`config.mk`:
```
export PLATFORM = sky130hd
export DESIGN_NAME = plofm_trade_buf
export DESIGN_NICKNAME = d
export VERILOG_FILES = /design/src/rtl/plofm_pkg.sv /design/src/rtl/plofm_trade_buf.sv
export SDC_FILE = /design/constraint.sdc
export NUM_CORES = 2
export LEC_CHECK = 0
export ABC_AREA = 0
export CAP_MARGIN = 20
export CORE_MARGIN = 5
export CORE_UTILIZATION = 60
export DETAILED_ROUTE_END_ITERATION = 8
export DONT_BUFFER_PORTS = 1
export PLACE_DENSITY = 0.76
export SYNTH_ARGS = -nofsm -noshare
export SYNTH_HDL_FRONTEND = slang
export SYNTH_SLANG_ARGS = --single-unit
```
`constraint.sdc`:
```
create_clock -name aclk -period 8.8 [get_ports aclk]
set_clock_uncertainty 0.15 [all_clocks]
set_input_delay 0.44 -clock aclk [delete_from_list [all_inputs] [get_ports aclk]]
set_output_delay 0.44 -clock aclk [all_outputs]
set_load 0.1 [all_outputs]
```
`src/rtl/plofm_pkg.sv`:
```
// ----------------------------------------------------------------------------
// plofm_pkg
// Shared widths, codes and record types for the price-level order matcher.
// ----------------------------------------------------------------------------
package plofm_pkg;

    localparam int unsigned DEF_QUEUE_DEPTH = 32;

    localparam int unsigned REQ_W   = 2;
    localparam int unsigned KIND_W  = 2;
    localparam int unsigned ID_W    = 32;
    localparam int unsigned QTY_W   = 32;
    localparam int unsigned PRICE_W = 32;
    localparam int unsigned TOTAL_W = 38;
    localparam int unsigned COUNT_W = 7;

    typedef enum logic [REQ_W-1:0] {
        REQ_APPEND = 2'd0,
        REQ_REMOVE = 2'd1,
        REQ_MATCH  = 2'd2,
        REQ_NOP    = 2'd3
    } req_type_t;

    typedef enum logic [KIND_W-1:0] {
        KIND_ACK       = 2'd0,
        KIND_TRADE     = 2'd1,
        KIND_FULL      = 2'd2,
        KIND_NOT_FOUND = 2'd3
    } result_kind_t;

    typedef enum logic [2:0] {
        Q_HOLD,
        Q_APPEND,
        Q_COMPARE,
        Q_REMOVE,
        Q_POP,
        Q_HEAD_SUB
    } q_op_t;

    typedef enum logic [2:0] {
        ST_IDLE,
        ST_REMOVE,
        ST_MATCH,
        ST_REPLY,
        ST_READ,
        ST_LOAD
    } ctl_state_t;

    typedef struct packed {
        q_op_t             op;
        logic [ID_W-1:0]   id;
        logic [QTY_W-1:0]  qty;
    } q_cmd_t;

    typedef struct packed {
        logic [ID_W-1:0]    maker_id;
        logic               maker_status;
        logic               taker_status;
        logic [QTY_W-1:0]   fill_qty;
        logic [TOTAL_W-1:0] qty_processed;
    } trade_rec_t;

    typedef struct packed {
        result_kind_t       kind;
        logic [ID_W-1:0]    maker_id;
        logic [ID_W-1:0]    taker_ref;
        logic               maker_status;
        logic               taker_status;
        logic [QTY_W-1:0]   fill_qty;
        logic [PRICE_W-1:0] trade_price;
        logic [TOTAL_W-1:0] qty_processed;
        logic [TOTAL_W-1:0] total_qty;
        logic [COUNT_W-1:0] order_count;
        logic               last;
    } out_beat_t;

endpackage

```
`src/rtl/plofm_trade_buf.sv`:
```
// ----------------------------------------------------------------------------
// plofm_trade_buf
// Holds the trades of one match until the final totals are known, then plays
// them back in order with a registered read.
// ----------------------------------------------------------------------------
module plofm_trade_buf #(
    parameter int unsigned QUEUE_DEPTH = plofm_pkg::DEF_QUEUE_DEPTH,
    parameter int unsigned CNT_W       = $clog2(QUEUE_DEPTH + 1)
) (
    input  logic                    aclk,
    input  logic                    aresetn,
    input  logic                    clear,
    input  logic                    wr_en,
    input  plofm_pkg::trade_rec_t   wr_rec,
    input  logic                    rd_en,
    output plofm_pkg::trade_rec_t   rd_rec,
    output logic                    rd_last
);
    import plofm_pkg::*;

    localparam int unsigned IDX_W = (QUEUE_DEPTH > 1) ? $clog2(QUEUE_DEPTH) : 1;

    trade_rec_t       mem [QUEUE_DEPTH];
    trade_rec_t       rd_rec_reg;
    logic             rd_last_reg;
    logic [CNT_W-1:0] wr_ptr_reg, wr_ptr_next;
    logic [CNT_W-1:0] rd_ptr_reg, rd_ptr_next;

    always_comb begin
        wr_ptr_next = wr_ptr_reg;
        rd_ptr_next = rd_ptr_reg;
        if (clear) begin
            wr_ptr_next = '0;
            rd_ptr_next = '0;
        end else begin
            if (wr_en) begin
                wr_ptr_next = wr_ptr_reg + CNT_W'(1);
            end
            if (rd_en) begin
                rd_ptr_next = rd_ptr_reg + CNT_W'(1);
            end
        end
    end

    always_ff @(posedge aclk) begin
        if (!aresetn) begin
            wr_ptr_reg <= '0;
            rd_ptr_reg <= '0;
        end else begin
            wr_ptr_reg <= wr_ptr_next;
            rd_ptr_reg <= rd_ptr_next;
        end
    end

    always_ff @(posedge aclk) begin
        if (wr_en) begin
            mem[wr_ptr_reg[IDX_W-1:0]] <= wr_rec;
        end
        if (rd_en) begin
            rd_rec_reg  <= mem[rd_ptr_reg[IDX_W-1:0]];
            rd_last_reg <= (rd_ptr_reg + CNT_W'(1)) == wr_ptr_reg;
        end
    end

    assign rd_rec  = rd_rec_reg;
    assign rd_last = rd_last_reg;

endmodule

```
* Word-level counts from Yosys, hierarchy flattened *
Memories as Yosys holds them, arrays and structs flattened. A register that Yosys moved wholly into a read port is not among the register bits.
Cells that the tools add are included.

cells by class
  mux-type cells = 2
  eq/ne operators = 1
  reductions and logical operators = 1
  $add $sub $neg = 2
  bitwise gates (word level) = 1

operators by type and width
  cell                                                            number
  6-bit by 1-bit adder with 6-bit output (second input constant)  2
  6-bit equality test                                             1
  1-bit 2-to-1 mux                                                2
  2-bit OR reduction                                              1
  1-bit inverter                                                  1

word-level totals
  memories = 1
  logic and storage cells = 11
  register bits = 13
  input port bits = 109
  bits in writable memories = 3328

memory list
  memory  words  bits a word  read ports  clocked after memory_dff  write ports  RTL line               RTL
  mem     32     104          1           1                         1            plofm_trade_buf.sv:23  trade_rec_t mem [QUEUE_DEPTH];

* Logic depth before layout (Yosys ltp) *
  word-level depth = 2
  mapped depth = 9
  gate-level depth less buffers = 5

* Worst setup path after synthesis *
OpenSTA, ideal clock, no wires.

  path type = reg-to-reg
  start point = register wr_ptr_reg[2]
  end point = memory mem[4][0] (netlist name), enable pin
  stages on the path, launching flop included = 4
  setup time = 0.568 ns
  slack = 2.620 ns
  arrival = 5.462 ns
  period minus slack after synthesis = 6.180 ns
  buffers on the path = 1
  cell sequence = dfxtp_1 buf_1 or3b_2 nor2_1

RTL lines
  item                      RTL line               RTL
  start: declaration        plofm_trade_buf.sv:26  logic [CNT_W-1:0] wr_ptr_reg, wr_ptr_next;
  start signal: assignment  plofm_trade_buf.sv:50  wr_ptr_reg <= wr_ptr_next;
  end: declaration          plofm_trade_buf.sv:23

Straight into the memory's write port.

==> flow_summary.toml <==
[power]
max-vdd-ir-drop_mv = 0.216
cellLeakagePower_nw = 44.0
power_density_nw_per_um2 = 228

[grt]
grt_max_degree = 153
use_met1_pct = 39.7
grt_pass1_vias = 61700
grt_util_met2_pct = 45.8
grt_pass1_wl_um = 453000
grt_overflow_total = 0
antenna_found_initial = 40
busiest_layer = "met2"
grt_use_met3_pct = 5.94
grt_usage_pct = 28.4

[worst_setup_path]
startpoint_type = "flip-flop"
cp-startpoint = "rd_ptr_reg[2]$_SDFFE_PP0P_"
crit_type = "flip-flop to flip-flop"
critical_path_arrival_ps = 4950
max_stage_delay_ps = 870
timing.rr.start = "rd_ptr_reg[2]$_SDFFE_PP0P_"
worst_path_max_delay_cell = "dfxtp_4"
worstPathRequired_ps = 9340
worstPathCellList = "buf_4 -> buf_4 -> mux4_2 -> mux4_2 -> mux2_2"
critPathCaptureType = "flip-flop"
critical_path.max_fanout = 67

[sta]
worst-slew-pin-transition_ps = 1190
rsz0062_at_grt = "no"
setup_tns_ps = 0
max_clock_freq_mhz = 227
layout_min_cycle_time_ps = 4410
period_share_pct = 50.1
finalMaxSlewViolations = 0
finalHoldViolCount = 0
final-setup-viol-count = 0
slew_headroom_pct = 20.4
holdWs_ps = 29.9

[clock_tree]
cts-root-buf = "clkbuf_16"
cts.sinks = 3445
cts-resized-gates = 0
clkTransAtPathRegs_ps = 60
insertion_delay_ps = 950
htree_levels = 5
clk_path_buf_depth = 4
cts_tree = "done"
cts-buffers-inserted = 343

[floorplanning]
coreArea_um2 = 215000
die_area_um2 = 226000
die_width_um = 476
die_h_um = 476
fp-row-count = 170
io_pins = 214
initial_core_util_pct = 60.5

[yosys]
ys_seq_elements = 3445
synth-edff-count = 3433
syn_nets = 5327
yosys.area.top_type = "edfxtp_1"
synth_top_area_share_pct = 79.3
post_synth.cell_area_avg_um2 = 24.9
synth_cell_types = 33
synth.area.top_cells = "edfxtp_1, mux4_2, mux2_2"
synth_flop_cell = "edfxtp_1"
synthTopCellsByCount = "edfxtp_1, mux4_2, mux2_2"
async_reset_ff_share_pct = 0
syn_area_um2 = 130000
yosysSeqAreaShare_pct = 79.5
yosysMostFrequentCell = "edfxtp_1"
ys.warnings.count = 0
syn-instance-count = 5213

[layout]
finish.utilization_pct = 67.8
largest_reg_flops = 3328
fin_nets = 5661
final_cell_area_um2 = 146000
fillers = 12200
drive_gt1_share_pct = 29.7
area.growth.synth_to_final_pct = 12.2

[run_status]
outcome = "completed"

[routing]
wl_per_cell_um = 36.8
antenna_left = 0
route.detailed.drc = 0
drt_pre_antenna_iters = 6
drt-total-wl_um = 318000
vias = 60600
via_per_inst = 7.00
dr.first_iter.drc_count = 9482

[run]
drv_cap = 0

[placed_design]
dpl-instance-area_um2 = 134000
hpwl_um = 143000
gp_congestion = 0.735
port_buffers = 0

[hold_path]
hold_path_class = "input port to flip-flop"
worst_hold_startpoint = "aresetn"
worst max-delay path: cells and delay by family (launching register included):
family,cells,cell delay [ps]
buffers and inverters,2,1700
flip-flops,1,870
multiplexers,3,1190
stage by stage:
step / power [mW] / setup WS, ps / std cells
after floorplan: 19.3 / 2620 / 5213
after global placement: 19.4 / 4530 / 7908
after detailed placement: 19.4 / 4510 / 7913
after CTS: 33.4 / 4470 / 8610
after global routing: 34.2 / 4320 / 8637
final: 33.2 / 4390 / 8651
path summary, 6_finish.rpt:
| path | to | slack (ps) | cells past startpoint |
|---|---|---|---|
| setup / recovery | rd_rec[96]$_DFFE_PP_ | 4390 | 5 |
| hold / removal | rd_ptr_reg[0]$_SDFFE_PP0P_ | 30 | 2 |
| setup reg to reg | rd_rec[96]$_DFFE_PP_ | 4390 | 5 |
| hold reg to reg | wr_ptr_reg[5]$_SDFFE_PP0P_ | 370 | 2 |
logic make-up after synthesis:
logic type / count (synthesis) / share of synthesized area (%)
flip-flops: 3445 / 79.5
multiplexers: 1206 / 18.2
buffers and inverters: 278 / 0.990
AO/OA/AOI/OAI: 165 / 0.893
AND/OR/NAND/NOR: 98 / 0.329
XOR/XNOR: 16 / 0.108
adder cells (fa/ha/maj): 5 / 0.0481
layout make-up:
cell class / count / area, µm² / share of cell area [%]
multi-input cells: 1490 / 25700 / 17.6
diodes: 21 / 52.6 / 0.0360
repair buffers: 264 / 2790 / 1.91
inverters: 3 / 16.3 / 0.0112
clock buffers: 418 / 9060 / 6.21
flip-flops and latches: 3445 / 103000 / 70.8
well taps: 2838 / 3550 / 2.43
clock inverters: 172 / 1390 / 0.950
cell usage in the layout, fill, tap and decap left out, drive strengths merged, types with 21 or more instances in the layout:
| cell | Yosys | final |
|---|---|---|
| clkinv | 0 | 140 |
| o22ai | 73 | 73 |
| mux4 | 907 | 907 |
| nand2 | 25 | 25 |
| mux2i | 135 | 135 |
| a221oi | 36 | 36 |
| mux2 | 164 | 164 |
| edfxtp | 3433 | 3433 |
| nor2 | 48 | 48 |
| bufinv | 0 | 21 |
| diode | 0 | 21 |
| clkbuf | 103 | 425 |
| buf | 172 | 151 |
| dlygate4sd3 | 0 | 106 |
timing repair:
action | 4_1_cts | 5_1_grt
setup buffers | 0 | 0
hold buffers | 107 | 0
hold endpoints to repair | 3443 | 0
power by group:
| group | total [mW] | switching, mW | internal, mW |
|---|---|---|---|
| Combinational | 0.923 | 0.536 | 0.386 |
| Sequential | 18.4 | 0.295 | 18.1 |
| Clock | 13.9 | 5.96 | 7.90 |
| Total | 33.2 | 6.79 | 26.4 |
routing by layer:
| metal | wire, µm | share of wire, % |
|---|---|---|
| met1 | 112000 | 35 |
| met5 | 115 | 0.036 |
| met3 | 37100 | 12 |
| met4 | 11700 | 3.7 |
| met2 | 157000 | 49 |
Note: power is estimated with default switching activity, not from simulation.
