### config.mk
export PLATFORM = sky130hd
export DESIGN_NAME = plofm_queue
export DESIGN_NICKNAME = d
export VERILOG_FILES = /design/src/rtl/plofm_pkg.sv /design/src/rtl/plofm_cell.sv /design/src/rtl/plofm_queue.sv
export SDC_FILE = /design/constraint.sdc
export NUM_CORES = 2
export LEC_CHECK = 0
export BUFFER_PORTS_ARGS = -buffer_cell sky130_fd_sc_hd__buf_2
export CORE_ASPECT_RATIO = 1.2
export CORE_MARGIN = 3
export CORE_UTILIZATION = 45
export CTS_BUF_LIST = sky130_fd_sc_hd__clkbuf_8
export CTS_CLUSTER_SIZE = 28
export DETAILED_ROUTE_END_ITERATION = 8
export SLEW_MARGIN = 40
export SYNTH_ARGS = -nofsm -noshare
export SYNTH_HDL_FRONTEND = slang
export SYNTH_SLANG_ARGS = --single-unit
### constraint.sdc
create_clock -name aclk -period 8.67 [get_ports aclk]
set_input_delay 0.867 -clock aclk [delete_from_list [all_inputs] [get_ports aclk]]
set_output_delay 0.867 -clock aclk [all_outputs]
set_load 0.005 [all_outputs]
### src/rtl/plofm_pkg.sv
// ----------------------------------------------------------------------------
// plofm_pkg
// Shared widths, codes and record types for the price-level order matcher.
// ----------------------------------------------------------------------------
package plofm_pkg;

    localparam int unsigned DEF_QUEUE_DEPTH = 32;

    localparam int unsigned REQ_W   = 2;
    localparam int unsigned KIND_W  = 2;
    localparam int unsigned ID_W    = 32;
    localparam int unsigned QTY_W   = 32;
    localparam int unsigned PRICE_W = 32;
    localparam int unsigned TOTAL_W = 38;
    localparam int unsigned COUNT_W = 7;

    typedef enum logic [REQ_W-1:0] {
        REQ_APPEND = 2'd0,
        REQ_REMOVE = 2'd1,
        REQ_MATCH  = 2'd2,
        REQ_NOP    = 2'd3
    } req_type_t;

    typedef enum logic [KIND_W-1:0] {
        KIND_ACK       = 2'd0,
        KIND_TRADE     = 2'd1,
        KIND_FULL      = 2'd2,
        KIND_NOT_FOUND = 2'd3
    } result_kind_t;

    typedef enum logic [2:0] {
        Q_HOLD,
        Q_APPEND,
        Q_COMPARE,
        Q_REMOVE,
        Q_POP,
        Q_HEAD_SUB
    } q_op_t;

    typedef enum logic [2:0] {
        ST_IDLE,
        ST_REMOVE,
        ST_MATCH,
        ST_REPLY,
        ST_READ,
        ST_LOAD
    } ctl_state_t;

    typedef struct packed {
        q_op_t             op;
        logic [ID_W-1:0]   id;
        logic [QTY_W-1:0]  qty;
    } q_cmd_t;

    typedef struct packed {
        logic [ID_W-1:0]    maker_id;
        logic               maker_status;
        logic               taker_status;
        logic [QTY_W-1:0]   fill_qty;
        logic [TOTAL_W-1:0] qty_processed;
    } trade_rec_t;

    typedef struct packed {
        result_kind_t       kind;
        logic [ID_W-1:0]    maker_id;
        logic [ID_W-1:0]    taker_ref;
        logic               maker_status;
        logic               taker_status;
        logic [QTY_W-1:0]   fill_qty;
        logic [PRICE_W-1:0] trade_price;
        logic [TOTAL_W-1:0] qty_processed;
        logic [TOTAL_W-1:0] total_qty;
        logic [COUNT_W-1:0] order_count;
        logic               last;
    } out_beat_t;

endpackage

### src/rtl/plofm_cell.sv
// ----------------------------------------------------------------------------
// plofm_cell
// One queue slot: order id and remaining quantity, loads on append, takes its
// right neighbor on a shift, and flags an id match for a remove.
// ----------------------------------------------------------------------------
module plofm_cell #(
    parameter int unsigned IDX   = 0,
    parameter int unsigned CNT_W = 6
) (
    input  logic                          aclk,
    input  plofm_pkg::q_cmd_t             cmd,
    input  logic [CNT_W-1:0]              count,
    input  logic                          shift_en,
    input  logic [plofm_pkg::ID_W-1:0]    nbr_id,
    input  logic [plofm_pkg::QTY_W-1:0]   nbr_qty,
    output logic [plofm_pkg::ID_W-1:0]    id,
    output logic [plofm_pkg::QTY_W-1:0]   qty,
    output logic                          flag
);
    import plofm_pkg::*;

    localparam logic [CNT_W-1:0] MY_IDX = CNT_W'(IDX);

    logic [ID_W-1:0]  id_reg, id_next;
    logic [QTY_W-1:0] qty_reg, qty_next;
    logic             flag_reg, flag_next;

    always_comb begin
        id_next   = id_reg;
        qty_next  = qty_reg;
        flag_next = flag_reg;
        unique case (cmd.op)
            Q_APPEND: begin
                if (count == MY_IDX) begin
                    id_next  = cmd.id;
                    qty_next = cmd.qty;
                end
            end
            Q_COMPARE: begin
                flag_next = (MY_IDX < count) && (id_reg == cmd.id);
            end
            Q_REMOVE, Q_POP: begin
                if (shift_en) begin
                    id_next  = nbr_id;
                    qty_next = nbr_qty;
                end
            end
            Q_HEAD_SUB: begin
                if (IDX == 0) begin
                    qty_next = qty_reg - cmd.qty;
                end
            end
            default: begin
            end
        endcase
    end

    always_ff @(posedge aclk) begin
        id_reg   <= id_next;
        qty_reg  <= qty_next;
        flag_reg <= flag_next;
    end

    assign id   = id_reg;
    assign qty  = qty_reg;
    assign flag = flag_reg;

endmodule

### src/rtl/plofm_queue.sv
// ----------------------------------------------------------------------------
// plofm_queue
// Row of slot cells, head at cell 0, with resting count and resting total.
// Remove shifts every cell at or past the oldest matching id.
// ----------------------------------------------------------------------------
module plofm_queue #(
    parameter int unsigned QUEUE_DEPTH = plofm_pkg::DEF_QUEUE_DEPTH,
    parameter int unsigned CNT_W       = $clog2(QUEUE_DEPTH + 1)
) (
    input  logic                           aclk,
    input  logic                           aresetn,
    input  plofm_pkg::q_cmd_t              cmd,
    output logic [CNT_W-1:0]               count,
    output logic [plofm_pkg::TOTAL_W-1:0]  total,
    output logic [plofm_pkg::ID_W-1:0]     head_id,
    output logic [plofm_pkg::QTY_W-1:0]    head_qty,
    output logic                           found
);
    import plofm_pkg::*;

    localparam int unsigned LV = $clog2(QUEUE_DEPTH);

    logic [ID_W-1:0]        id_w      [QUEUE_DEPTH];
    logic [QTY_W-1:0]       qty_w     [QUEUE_DEPTH];
    logic [ID_W-1:0]        nbr_id_w  [QUEUE_DEPTH];
    logic [QTY_W-1:0]       nbr_qty_w [QUEUE_DEPTH];
    logic [QUEUE_DEPTH-1:0] flag_w;
    logic [QUEUE_DEPTH-1:0] pre       [LV+1];
    logic [QUEUE_DEPTH-1:0] first_w;
    logic [QUEUE_DEPTH-1:0] shift_w;
    logic [QTY_W-1:0]       removed_qty;

    logic [CNT_W-1:0]   count_reg, count_next;
    logic [TOTAL_W-1:0] total_reg, total_next;

    for (genvar g = 0; g < QUEUE_DEPTH; g++) begin : g_cell
        if (g < QUEUE_DEPTH - 1) begin : g_nbr
            assign nbr_id_w[g]  = id_w[g+1];
            assign nbr_qty_w[g] = qty_w[g+1];
        end else begin : g_end
            assign nbr_id_w[g]  = '0;
            assign nbr_qty_w[g] = '0;
        end

        plofm_cell #(
            .IDX   (g),
            .CNT_W (CNT_W)
        ) u_cell (
            .aclk     (aclk),
            .cmd      (cmd),
            .count    (count_reg),
            .shift_en (shift_w[g]),
            .nbr_id   (nbr_id_w[g]),
            .nbr_qty  (nbr_qty_w[g]),
            .id       (id_w[g]),
            .qty      (qty_w[g]),
            .flag     (flag_w[g])
        );
    end

    // log-depth prefix OR of the match flags
    always_comb begin
        pre[0] = flag_w;
        for (int l = 0; l < LV; l++) begin
            for (int i = 0; i < QUEUE_DEPTH; i++) begin
                if (i >= (1 << l)) begin
                    pre[l+1][i] = pre[l][i] | pre[l][i-(1 << l)];
                end else begin
                    pre[l+1][i] = pre[l][i];
                end
            end
        end
    end

    assign first_w = flag_w & ~(pre[LV] << 1);
    assign found   = |flag_w;
    assign shift_w = (cmd.op == Q_POP) ? '1 : pre[LV];

    always_comb begin
        removed_qty = '0;
        for (int i = 0; i < QUEUE_DEPTH; i++) begin
            removed_qty = removed_qty | (first_w[i] ? qty_w[i] : '0);
        end
    end

    always_comb begin
        count_next = count_reg;
        total_next = total_reg;
        unique case (cmd.op)
            Q_APPEND: begin
                count_next = count_reg + CNT_W'(1);
                total_next = total_reg + TOTAL_W'(cmd.qty);
            end
            Q_REMOVE: begin
                if (found) begin
                    count_next = count_reg - CNT_W'(1);
                    total_next = total_reg - TOTAL_W'(removed_qty);
                end
            end
            Q_POP: begin
                count_next = count_reg - CNT_W'(1);
                total_next = total_reg - TOTAL_W'(qty_w[0]);
            end
            Q_HEAD_SUB: begin
                total_next = total_reg - TOTAL_W'(cmd.qty);
            end
            default: begin
            end
        endcase
    end

    always_ff @(posedge aclk) begin
        if (!aresetn) begin
            count_reg <= '0;
            total_reg <= '0;
        end else begin
            count_reg <= count_next;
            total_reg <= total_next;
        end
    end

    assign count    = count_reg;
    assign total    = total_reg;
    assign head_id  = id_w[0];
    assign head_qty = qty_w[0];

endmodule

* After elaboration in Yosys (flattened, before gate mapping)
Index checks and enable logic that the tools add are counted. W data, S select, Z words.
Cells by class: $add $sub $neg 7, $lt $le $gt $ge 32, eq/ne operators 133, muxes and demuxes 228, bitwise gates (word level) 162, reductions and logical operators 74
Operators by type and width (number):
- $mux W32 | 160
- $pmux W32 S2 | 63
- $eq A32 B32 Y1 | 32
- $or A32 B32 Y32 | 31
- $pmux W38 S4 | 1
- $or A1 B1 Y1 | 129
- $sub A38 B32 Y38 | 3
- $reduce_and A3 Y1 | 33
- $eq A6 B5 Y1 const B | 16
- $lt A5 B6 Y1 const A | 16
- $pmux W32 S3 | 1
- $ne A2 B2 Y1 const B | 33
- $ne A2 B1 Y1 const B | 32
- $eq A6 B4 Y1 const B | 8
- $lt A4 B6 Y1 const A | 8
- $add A38 B32 Y38 | 1
- $mux W38 | 1
- $and A32 B32 Y32 | 1
- $logic_and A1 B1 Y1 | 32
- $not A32 Y32 | 1
- $reduce_or A32 Y1 | 1
- $sub A32 B32 Y32 | 1
- $eq A6 B3 Y1 const B | 4
- $lt A3 B6 Y1 const A | 4
- other kinds (17) | 24
Storage, ports and cells: bits in registers 2124, input bits 69, output and inout bits 109, word-level logic and storage cells 734

* Depth between registers and ports, before layout
depth after elaboration 42, mapped depth 25, gate-level depth less buffers 20

* By module
Synthesis repeated with hierarchy kept, for this count alone.
Second synthesis, totals: cell total of the unflattened synthesis 8147, area total of the unflattened synthesis 119328.2 um^2
By module, submodules not included:
- plofm_queue | times used 1, cells an instance 1758, area each 12167.9 um^2, sequential area each 880.8 um^2
- plofm_cell at g_cell[1].u_cell ... | times used 2, cells an instance 190, area each 3166.8 um^2, sequential area each 1951.9 um^2
- plofm_cell at g_cell[12].u_cell ... | times used 2, cells an instance 191, area each 3163.0 um^2, sequential area each 1951.9 um^2
- plofm_cell at g_cell[0].u_cell | times used 1, cells an instance 491, area each 5001.0 um^2, sequential area each 1951.9 um^2
- plofm_cell at g_cell[21].u_cell | times used 1, cells an instance 190, area each 3400.8 um^2, sequential area each 1951.9 um^2
- plofm_cell at g_cell[26].u_cell | times used 1, cells an instance 192, area each 3398.3 um^2, sequential area each 1951.9 um^2
- plofm_cell at g_cell[10].u_cell | times used 1, cells an instance 191, area each 3397.0 um^2, sequential area each 1951.9 um^2
- plofm_cell at g_cell[9].u_cell | times used 1, cells an instance 190, area each 3395.8 um^2, sequential area each 1951.9 um^2
- plofm_cell at g_cell[5].u_cell | times used 1, cells an instance 189, area each 3394.5 um^2, sequential area each 1951.9 um^2
- plofm_cell at g_cell[6].u_cell | times used 1, cells an instance 190, area each 3394.5 um^2, sequential area each 1951.9 um^2
- plofm_cell at g_cell[17].u_cell | times used 1, cells an instance 189, area each 3390.8 um^2, sequential area each 1951.9 um^2
- plofm_cell at g_cell[25].u_cell | times used 1, cells an instance 190, area each 3390.8 um^2, sequential area each 1951.9 um^2
- plofm_cell at g_cell[13].u_cell | times used 1, cells an instance 190, area each 3389.5 um^2, sequential area each 1951.9 um^2
- plofm_cell at g_cell[7].u_cell | times used 1, cells an instance 189, area each 3384.5 um^2, sequential area each 1951.9 um^2
- +17 rows

* Worst setup path after synthesis
No wires, ideal clock.
path kind input to register, start point input cmd[65] (netlist name), end point register g_cell[25].u_cell.id_reg[0] (enable), library setup time 574 ps, arrival 6010 ps, data required time 8096 ps, setup slack 2085 ps, stages 4, buffers on the path 2, cells stage by stage clkbuf_1 clkbuf_1 a21oi_1 o21ai_0
Between the ends: word-level cells in the longest chain between the ends 4, elaborated cells between the ends (all ways) 9, classes of those cells eq/ne: 5; mux: 1; reduce/logical: 3
RTL lines:
- start, declared | RTL line plofm_queue.sv:12 | input plofm_pkg::q_cmd_t cmd,
- $eq A3 B3 Y1 or $eq A3 B2 Y1 (tied branches) | RTL line plofm_cell.sv:32, plofm_queue.sv:77
- $mux W32 or $reduce_or A2 Y1 (tied branches) | RTL line plofm_queue.sv:77, plofm_cell.sv:32
- $ne A2 B2 Y1 (no line) or $reduce_bool A2 Y1 (tied branches)
- $reduce_and A3 Y1 (no line) *
- end signal, assigned | RTL line plofm_cell.sv:59 | id_reg <= id_next;
- end, declared | RTL line plofm_cell.sv:24 | logic [ID_W-1:0] id_reg, id_next;
Mark *: on every way between the ends. The rest lies on a longest branch, timed or not. A chain may end at the register's enable or synchronous reset.

* Worst setup path in the final report
start point register g_cell[1].u_cell.flag_reg, end point register total_reg[29] (netlist: total[29])
Between the ends: word-level cells in the longest chain between the ends 37, elaborated cells between the ends (all ways) 104, classes of those cells add/sub: 1; eq/ne: 1; mux: 33; bitwise: 67; reduce/logical: 2
RTL lines:
- start, declared | RTL line plofm_cell.sv:26 | logic flag_reg, flag_next;
- start signal, assigned | RTL line plofm_cell.sv:61 | flag_reg <= flag_next;
- $or A1 B1 Y1 | RTL line plofm_queue.sv:67 | pre[l+1][i] = pre[l][i] | pre[l][i-(1 << l)];
- $not A32 Y32 or $or A1 B1 Y1 (tied branches) | RTL line plofm_queue.sv:75, plofm_queue.sv:67
- $and A32 B32 Y32 or $not A32 Y32 (tied branches) | RTL line plofm_queue.sv:75 | assign first_w = flag_w & ~(pre[LV] << 1);
- $mux W32 or $and A32 B32 Y32 (tied branches) | RTL line plofm_queue.sv:82, plofm_queue.sv:75
- $or A32 B32 Y32 or $mux W32 (tied branches) | RTL line plofm_queue.sv:82 | removed_qty = removed_qty | (first_w[i] ? qty_w[i] : '0);
- $or A32 B32 Y32 (29 in series) | RTL line plofm_queue.sv:82
- $sub A38 B32 Y38 | RTL line plofm_queue.sv:97 | total_next = total_reg - TOTAL_W'(removed_qty);
- $mux W38 | RTL line plofm_queue.sv:95 | if (found) begin
- $pmux W38 S4 | RTL line plofm_queue.sv:89 | unique case (cmd.op)
- end signal, assigned | RTL line plofm_queue.sv:118 | total_reg <= total_next;
- end, declared | RTL line plofm_queue.sv:34 | logic [TOTAL_W-1:0] total_reg, total_next;
Parallel ways exist; a longest one is shown, timed or not. The select of a mux whose other input is x is not followed.

==> impl_results.md <==
* Status: complete, but fails checks
* Violations in the final reports: DRC
* Post-synth top area cell: edfxtp_1
* Row count at roughly 190
* Vias in the first global route at 76400
* CP startpoint kind: flop
* Element type at the critical path end: flop
* Most frequent cells in the layout: edfxtp_1, a21o_1, xor2_1
* Setup TNS at 0 ns
* RSZ-0062 raised after global routing: false
* Leakage at 49.0 nW
* Post-route antenna net violation count at 0
* Final instance area at 0.117 mm^2
* Utilization after layout at slightly above 50%
* Worst slew pin tran at roughly 0.97 ns
* Max transition margin at between 30 and 40%
* Cells after synthesis at just over 8000
* CP Class: reg2reg
* Final Skew at 0.0650 ns
* PortBufs at approximately 180
* Peak VDD IR at about 0.12 mV
* Setup Fix Bufs, Post-CTS at 0
* Vias per cell at between 6 and 7
* Routed WL at 417 mm
* Area Overhead vs Synth at 11.0%
* Post-Syn Area at between 0.1 and 0.15 mm^2
* Final Max Slew Viols at 0
* Largest net degree at the start of global routing at approximately 130
* Post-DP HPWL at about 270 mm
* Sequential fraction of the synthesis area at between 60% and 70%
* Clock slew at reported path FFs at around 0.06 ns
* Top cells by area, synth: edfxtp_1, a21o_1, xor2_1
* Nets@finish at about 8400
* Ports at 178
* Syn nets at 8389
* Yosys warns at 0
* FFs w/ async S/R, synth at 0%
* Core area at 0.231 mm^2
* Power Density at between 200 and 250 mW/mm^2
* Layout cells sized above 1 at between 10% and 20%
* CTS resizes at 0
* Fillers at between 20000 and 25000
* Placed cell area at roughly 0.11 mm^2
* Post-Syn Area per Cell at around 13 um^2
* Max Cap Viol at 0
* Crit path time final at 6.91 ns
* Fmax at ~140 MHz
* DR WL/cell at ~36 um
* CTS tree: yes
* Global-route wire length before repair at 580 mm
* Antenna violations before repair at 24
* Post-cts hold buffer count at 0
* Crit path DAT at a little under 8 ns
* Final hold vios at 0
* CTS max path bufs at 4
* EDFF count, synth at between 2000 and 2500
* Clock insertion delay at the later pin of the skew report at between 0.9 and 1 ns
* Yosys reg bits at around 2100
* Synth cell types at 87
* Most common cell after layout, fill and taps aside: edfxtp_1
* Dominant synthesized flop cell: edfxtp_1
* CTS H-tree depth at 5
* # DRC at 11
* Vias at between 70000 and 80000
* Final setup fails at 0
* Full die area at 0.240 mm^2
* DRT iter0 DRCs at between 10000 and 15000
* Worst hold-check path type: in2reg
* Die Y at about 540 um
* Initial Utilization at around 45%
* Top-area cell type share of the netlist area at approximately three fifths
* Root buffer cell: clkbuf_8
* TritonCTS Sinks at about 2100
* GP Congestion at between 0.9 and 1
* Grt ovf at 0
* Die Wd at about 450 um
* All-Layer GR Usage at roughly 34%
* Crit path max fanout at 38
* DRT Pass-1 Iters at 9
* Required time of the critical path at between 9 and 10 ns
* Period utilization at 79.7%
* Num CTS Buffers at between 300 and 400
[report_power, final]
group	switching, W	internal [W]
combinational	0.00242	0.00131
clock	0.00431	0.00426
sequential	0.000628	0.0122
total	0.00736	0.0178
[final cells by class]
type | count | area, um^2 | area share, %
antenna | 8 | 20.0 | 0.0172
clock buffer | 371 | 5110 | 4.37
clock inverter | 258 | 1370 | 1.17
inverter | 66 | 248 | 0.212
multi-input combinational | 5271 | 39500 | 33.8
sequential | 2124 | 63300 | 54.3
tap | 3022 | 3780 | 3.24
timing repair buffer | 462 | 3380 | 2.89
[metal layers]
layer	routed length, um	vias to the layer above	track usage [%]
met4	27900	22	19.3
met5	149	-	0
met2	194000	5265	54.6
li1	-	31600	-
met3	43100	1310	7.57
met1	152000	39300	42.0
[path summary, 6_finish.rpt]
path | startpoint | end | slack (ns) | cells after the start
worst min register to register | total[35]$_SDFFE_PN0P_ | total[35]$_SDFFE_PN0P_ | 0.47 | 2
worst max register to register | g_cell[1].u_cell.flag$_DFFE_PN_ | total[29]$_SDFFE_PN0P_ | 1.76 | 19
worst max-delay path | g_cell[1].u_cell.flag$_DFFE_PN_ | total[29]$_SDFFE_PN0P_ | 1.76 | 19
worst min-delay path | cmd[25] | g_cell[0].u_cell.qty[25]$_DFFE_PP_ | 0.26 | 3
[per-stage QoR]
step	setup slack [ns]	cells	power (W)	hold WS (ns)
finish	1.76	11600	0.0252	0.262
CTS	1.86	11600	0.0252	0.194
global route	1.54	11600	0.0260	0.269
floorplan	2.09	8245	0.0151	0.465
global placement	1.93	10900	0.0166	0.485
detailed placement	1.88	10900	0.0167	0.470
[critical path, cell delays in order (launching register included)]
cell and delay, ns:
edfxtp_1 0.46, buf_4 0.31, or4_1 0.62, or3_1 0.60, nor3_1 0.46, and2_2 0.88
a2111oi_0 0.35, and3_1 0.23, nand3_1 0.10, o22ai_1 0.25, ha_1 0.49, nand2_1 0.09
o31a_1 0.31, o22a_1 0.26, a21bo_2 0.24, a21boi_0 0.41, o21bai_1 0.17, a31oi_1 0.24
mux2i_1 0.21, nand3_1 0.08
[cell usage after synthesis (11+ instances only)]
cell type and instances:
a21boi_0 42, o31ai_1 11, or3_1 21, a211oi_1 36
nand2_1 258, a221oi_1 73, edfxtp_1 2080, a21o_1 1980
o21a_1 13, a22o_1 33, clkbuf_1 671, o21ai_0 122
nand2b_1 12, and2_1 18, a222oi_1 98, a21oi_1 181
xnor2_1 395, o22ai_1 34, buf_1 87, ha_1 73
nor3_1 77, and3_1 63, nor2_1 147, nor4_1 200
dfxtp_1 44, a31oi_1 37, o31a_1 11, inv_1 64
nand3_1 123, buf_2 23, nor2b_1 17, a2111oi_0 13
mux2i_1 13, o211ai_1 11, a221o_1 72, nand4_1 169
xor2_1 685, a22oi_1 105, nand3b_1 33
[logic make-up after synthesis]
logic type	share of synthesized area [%]
AND/OR/NAND/NOR	5.93
flip-flops	60.2
XOR/XNOR	8.99
buffers and inverters	3.07
adder cells (fa/ha/maj)	0.906
AO/OA/AOI/OAI	20.7
multiplexers	0.156
(Power assumes the default switching activity.)
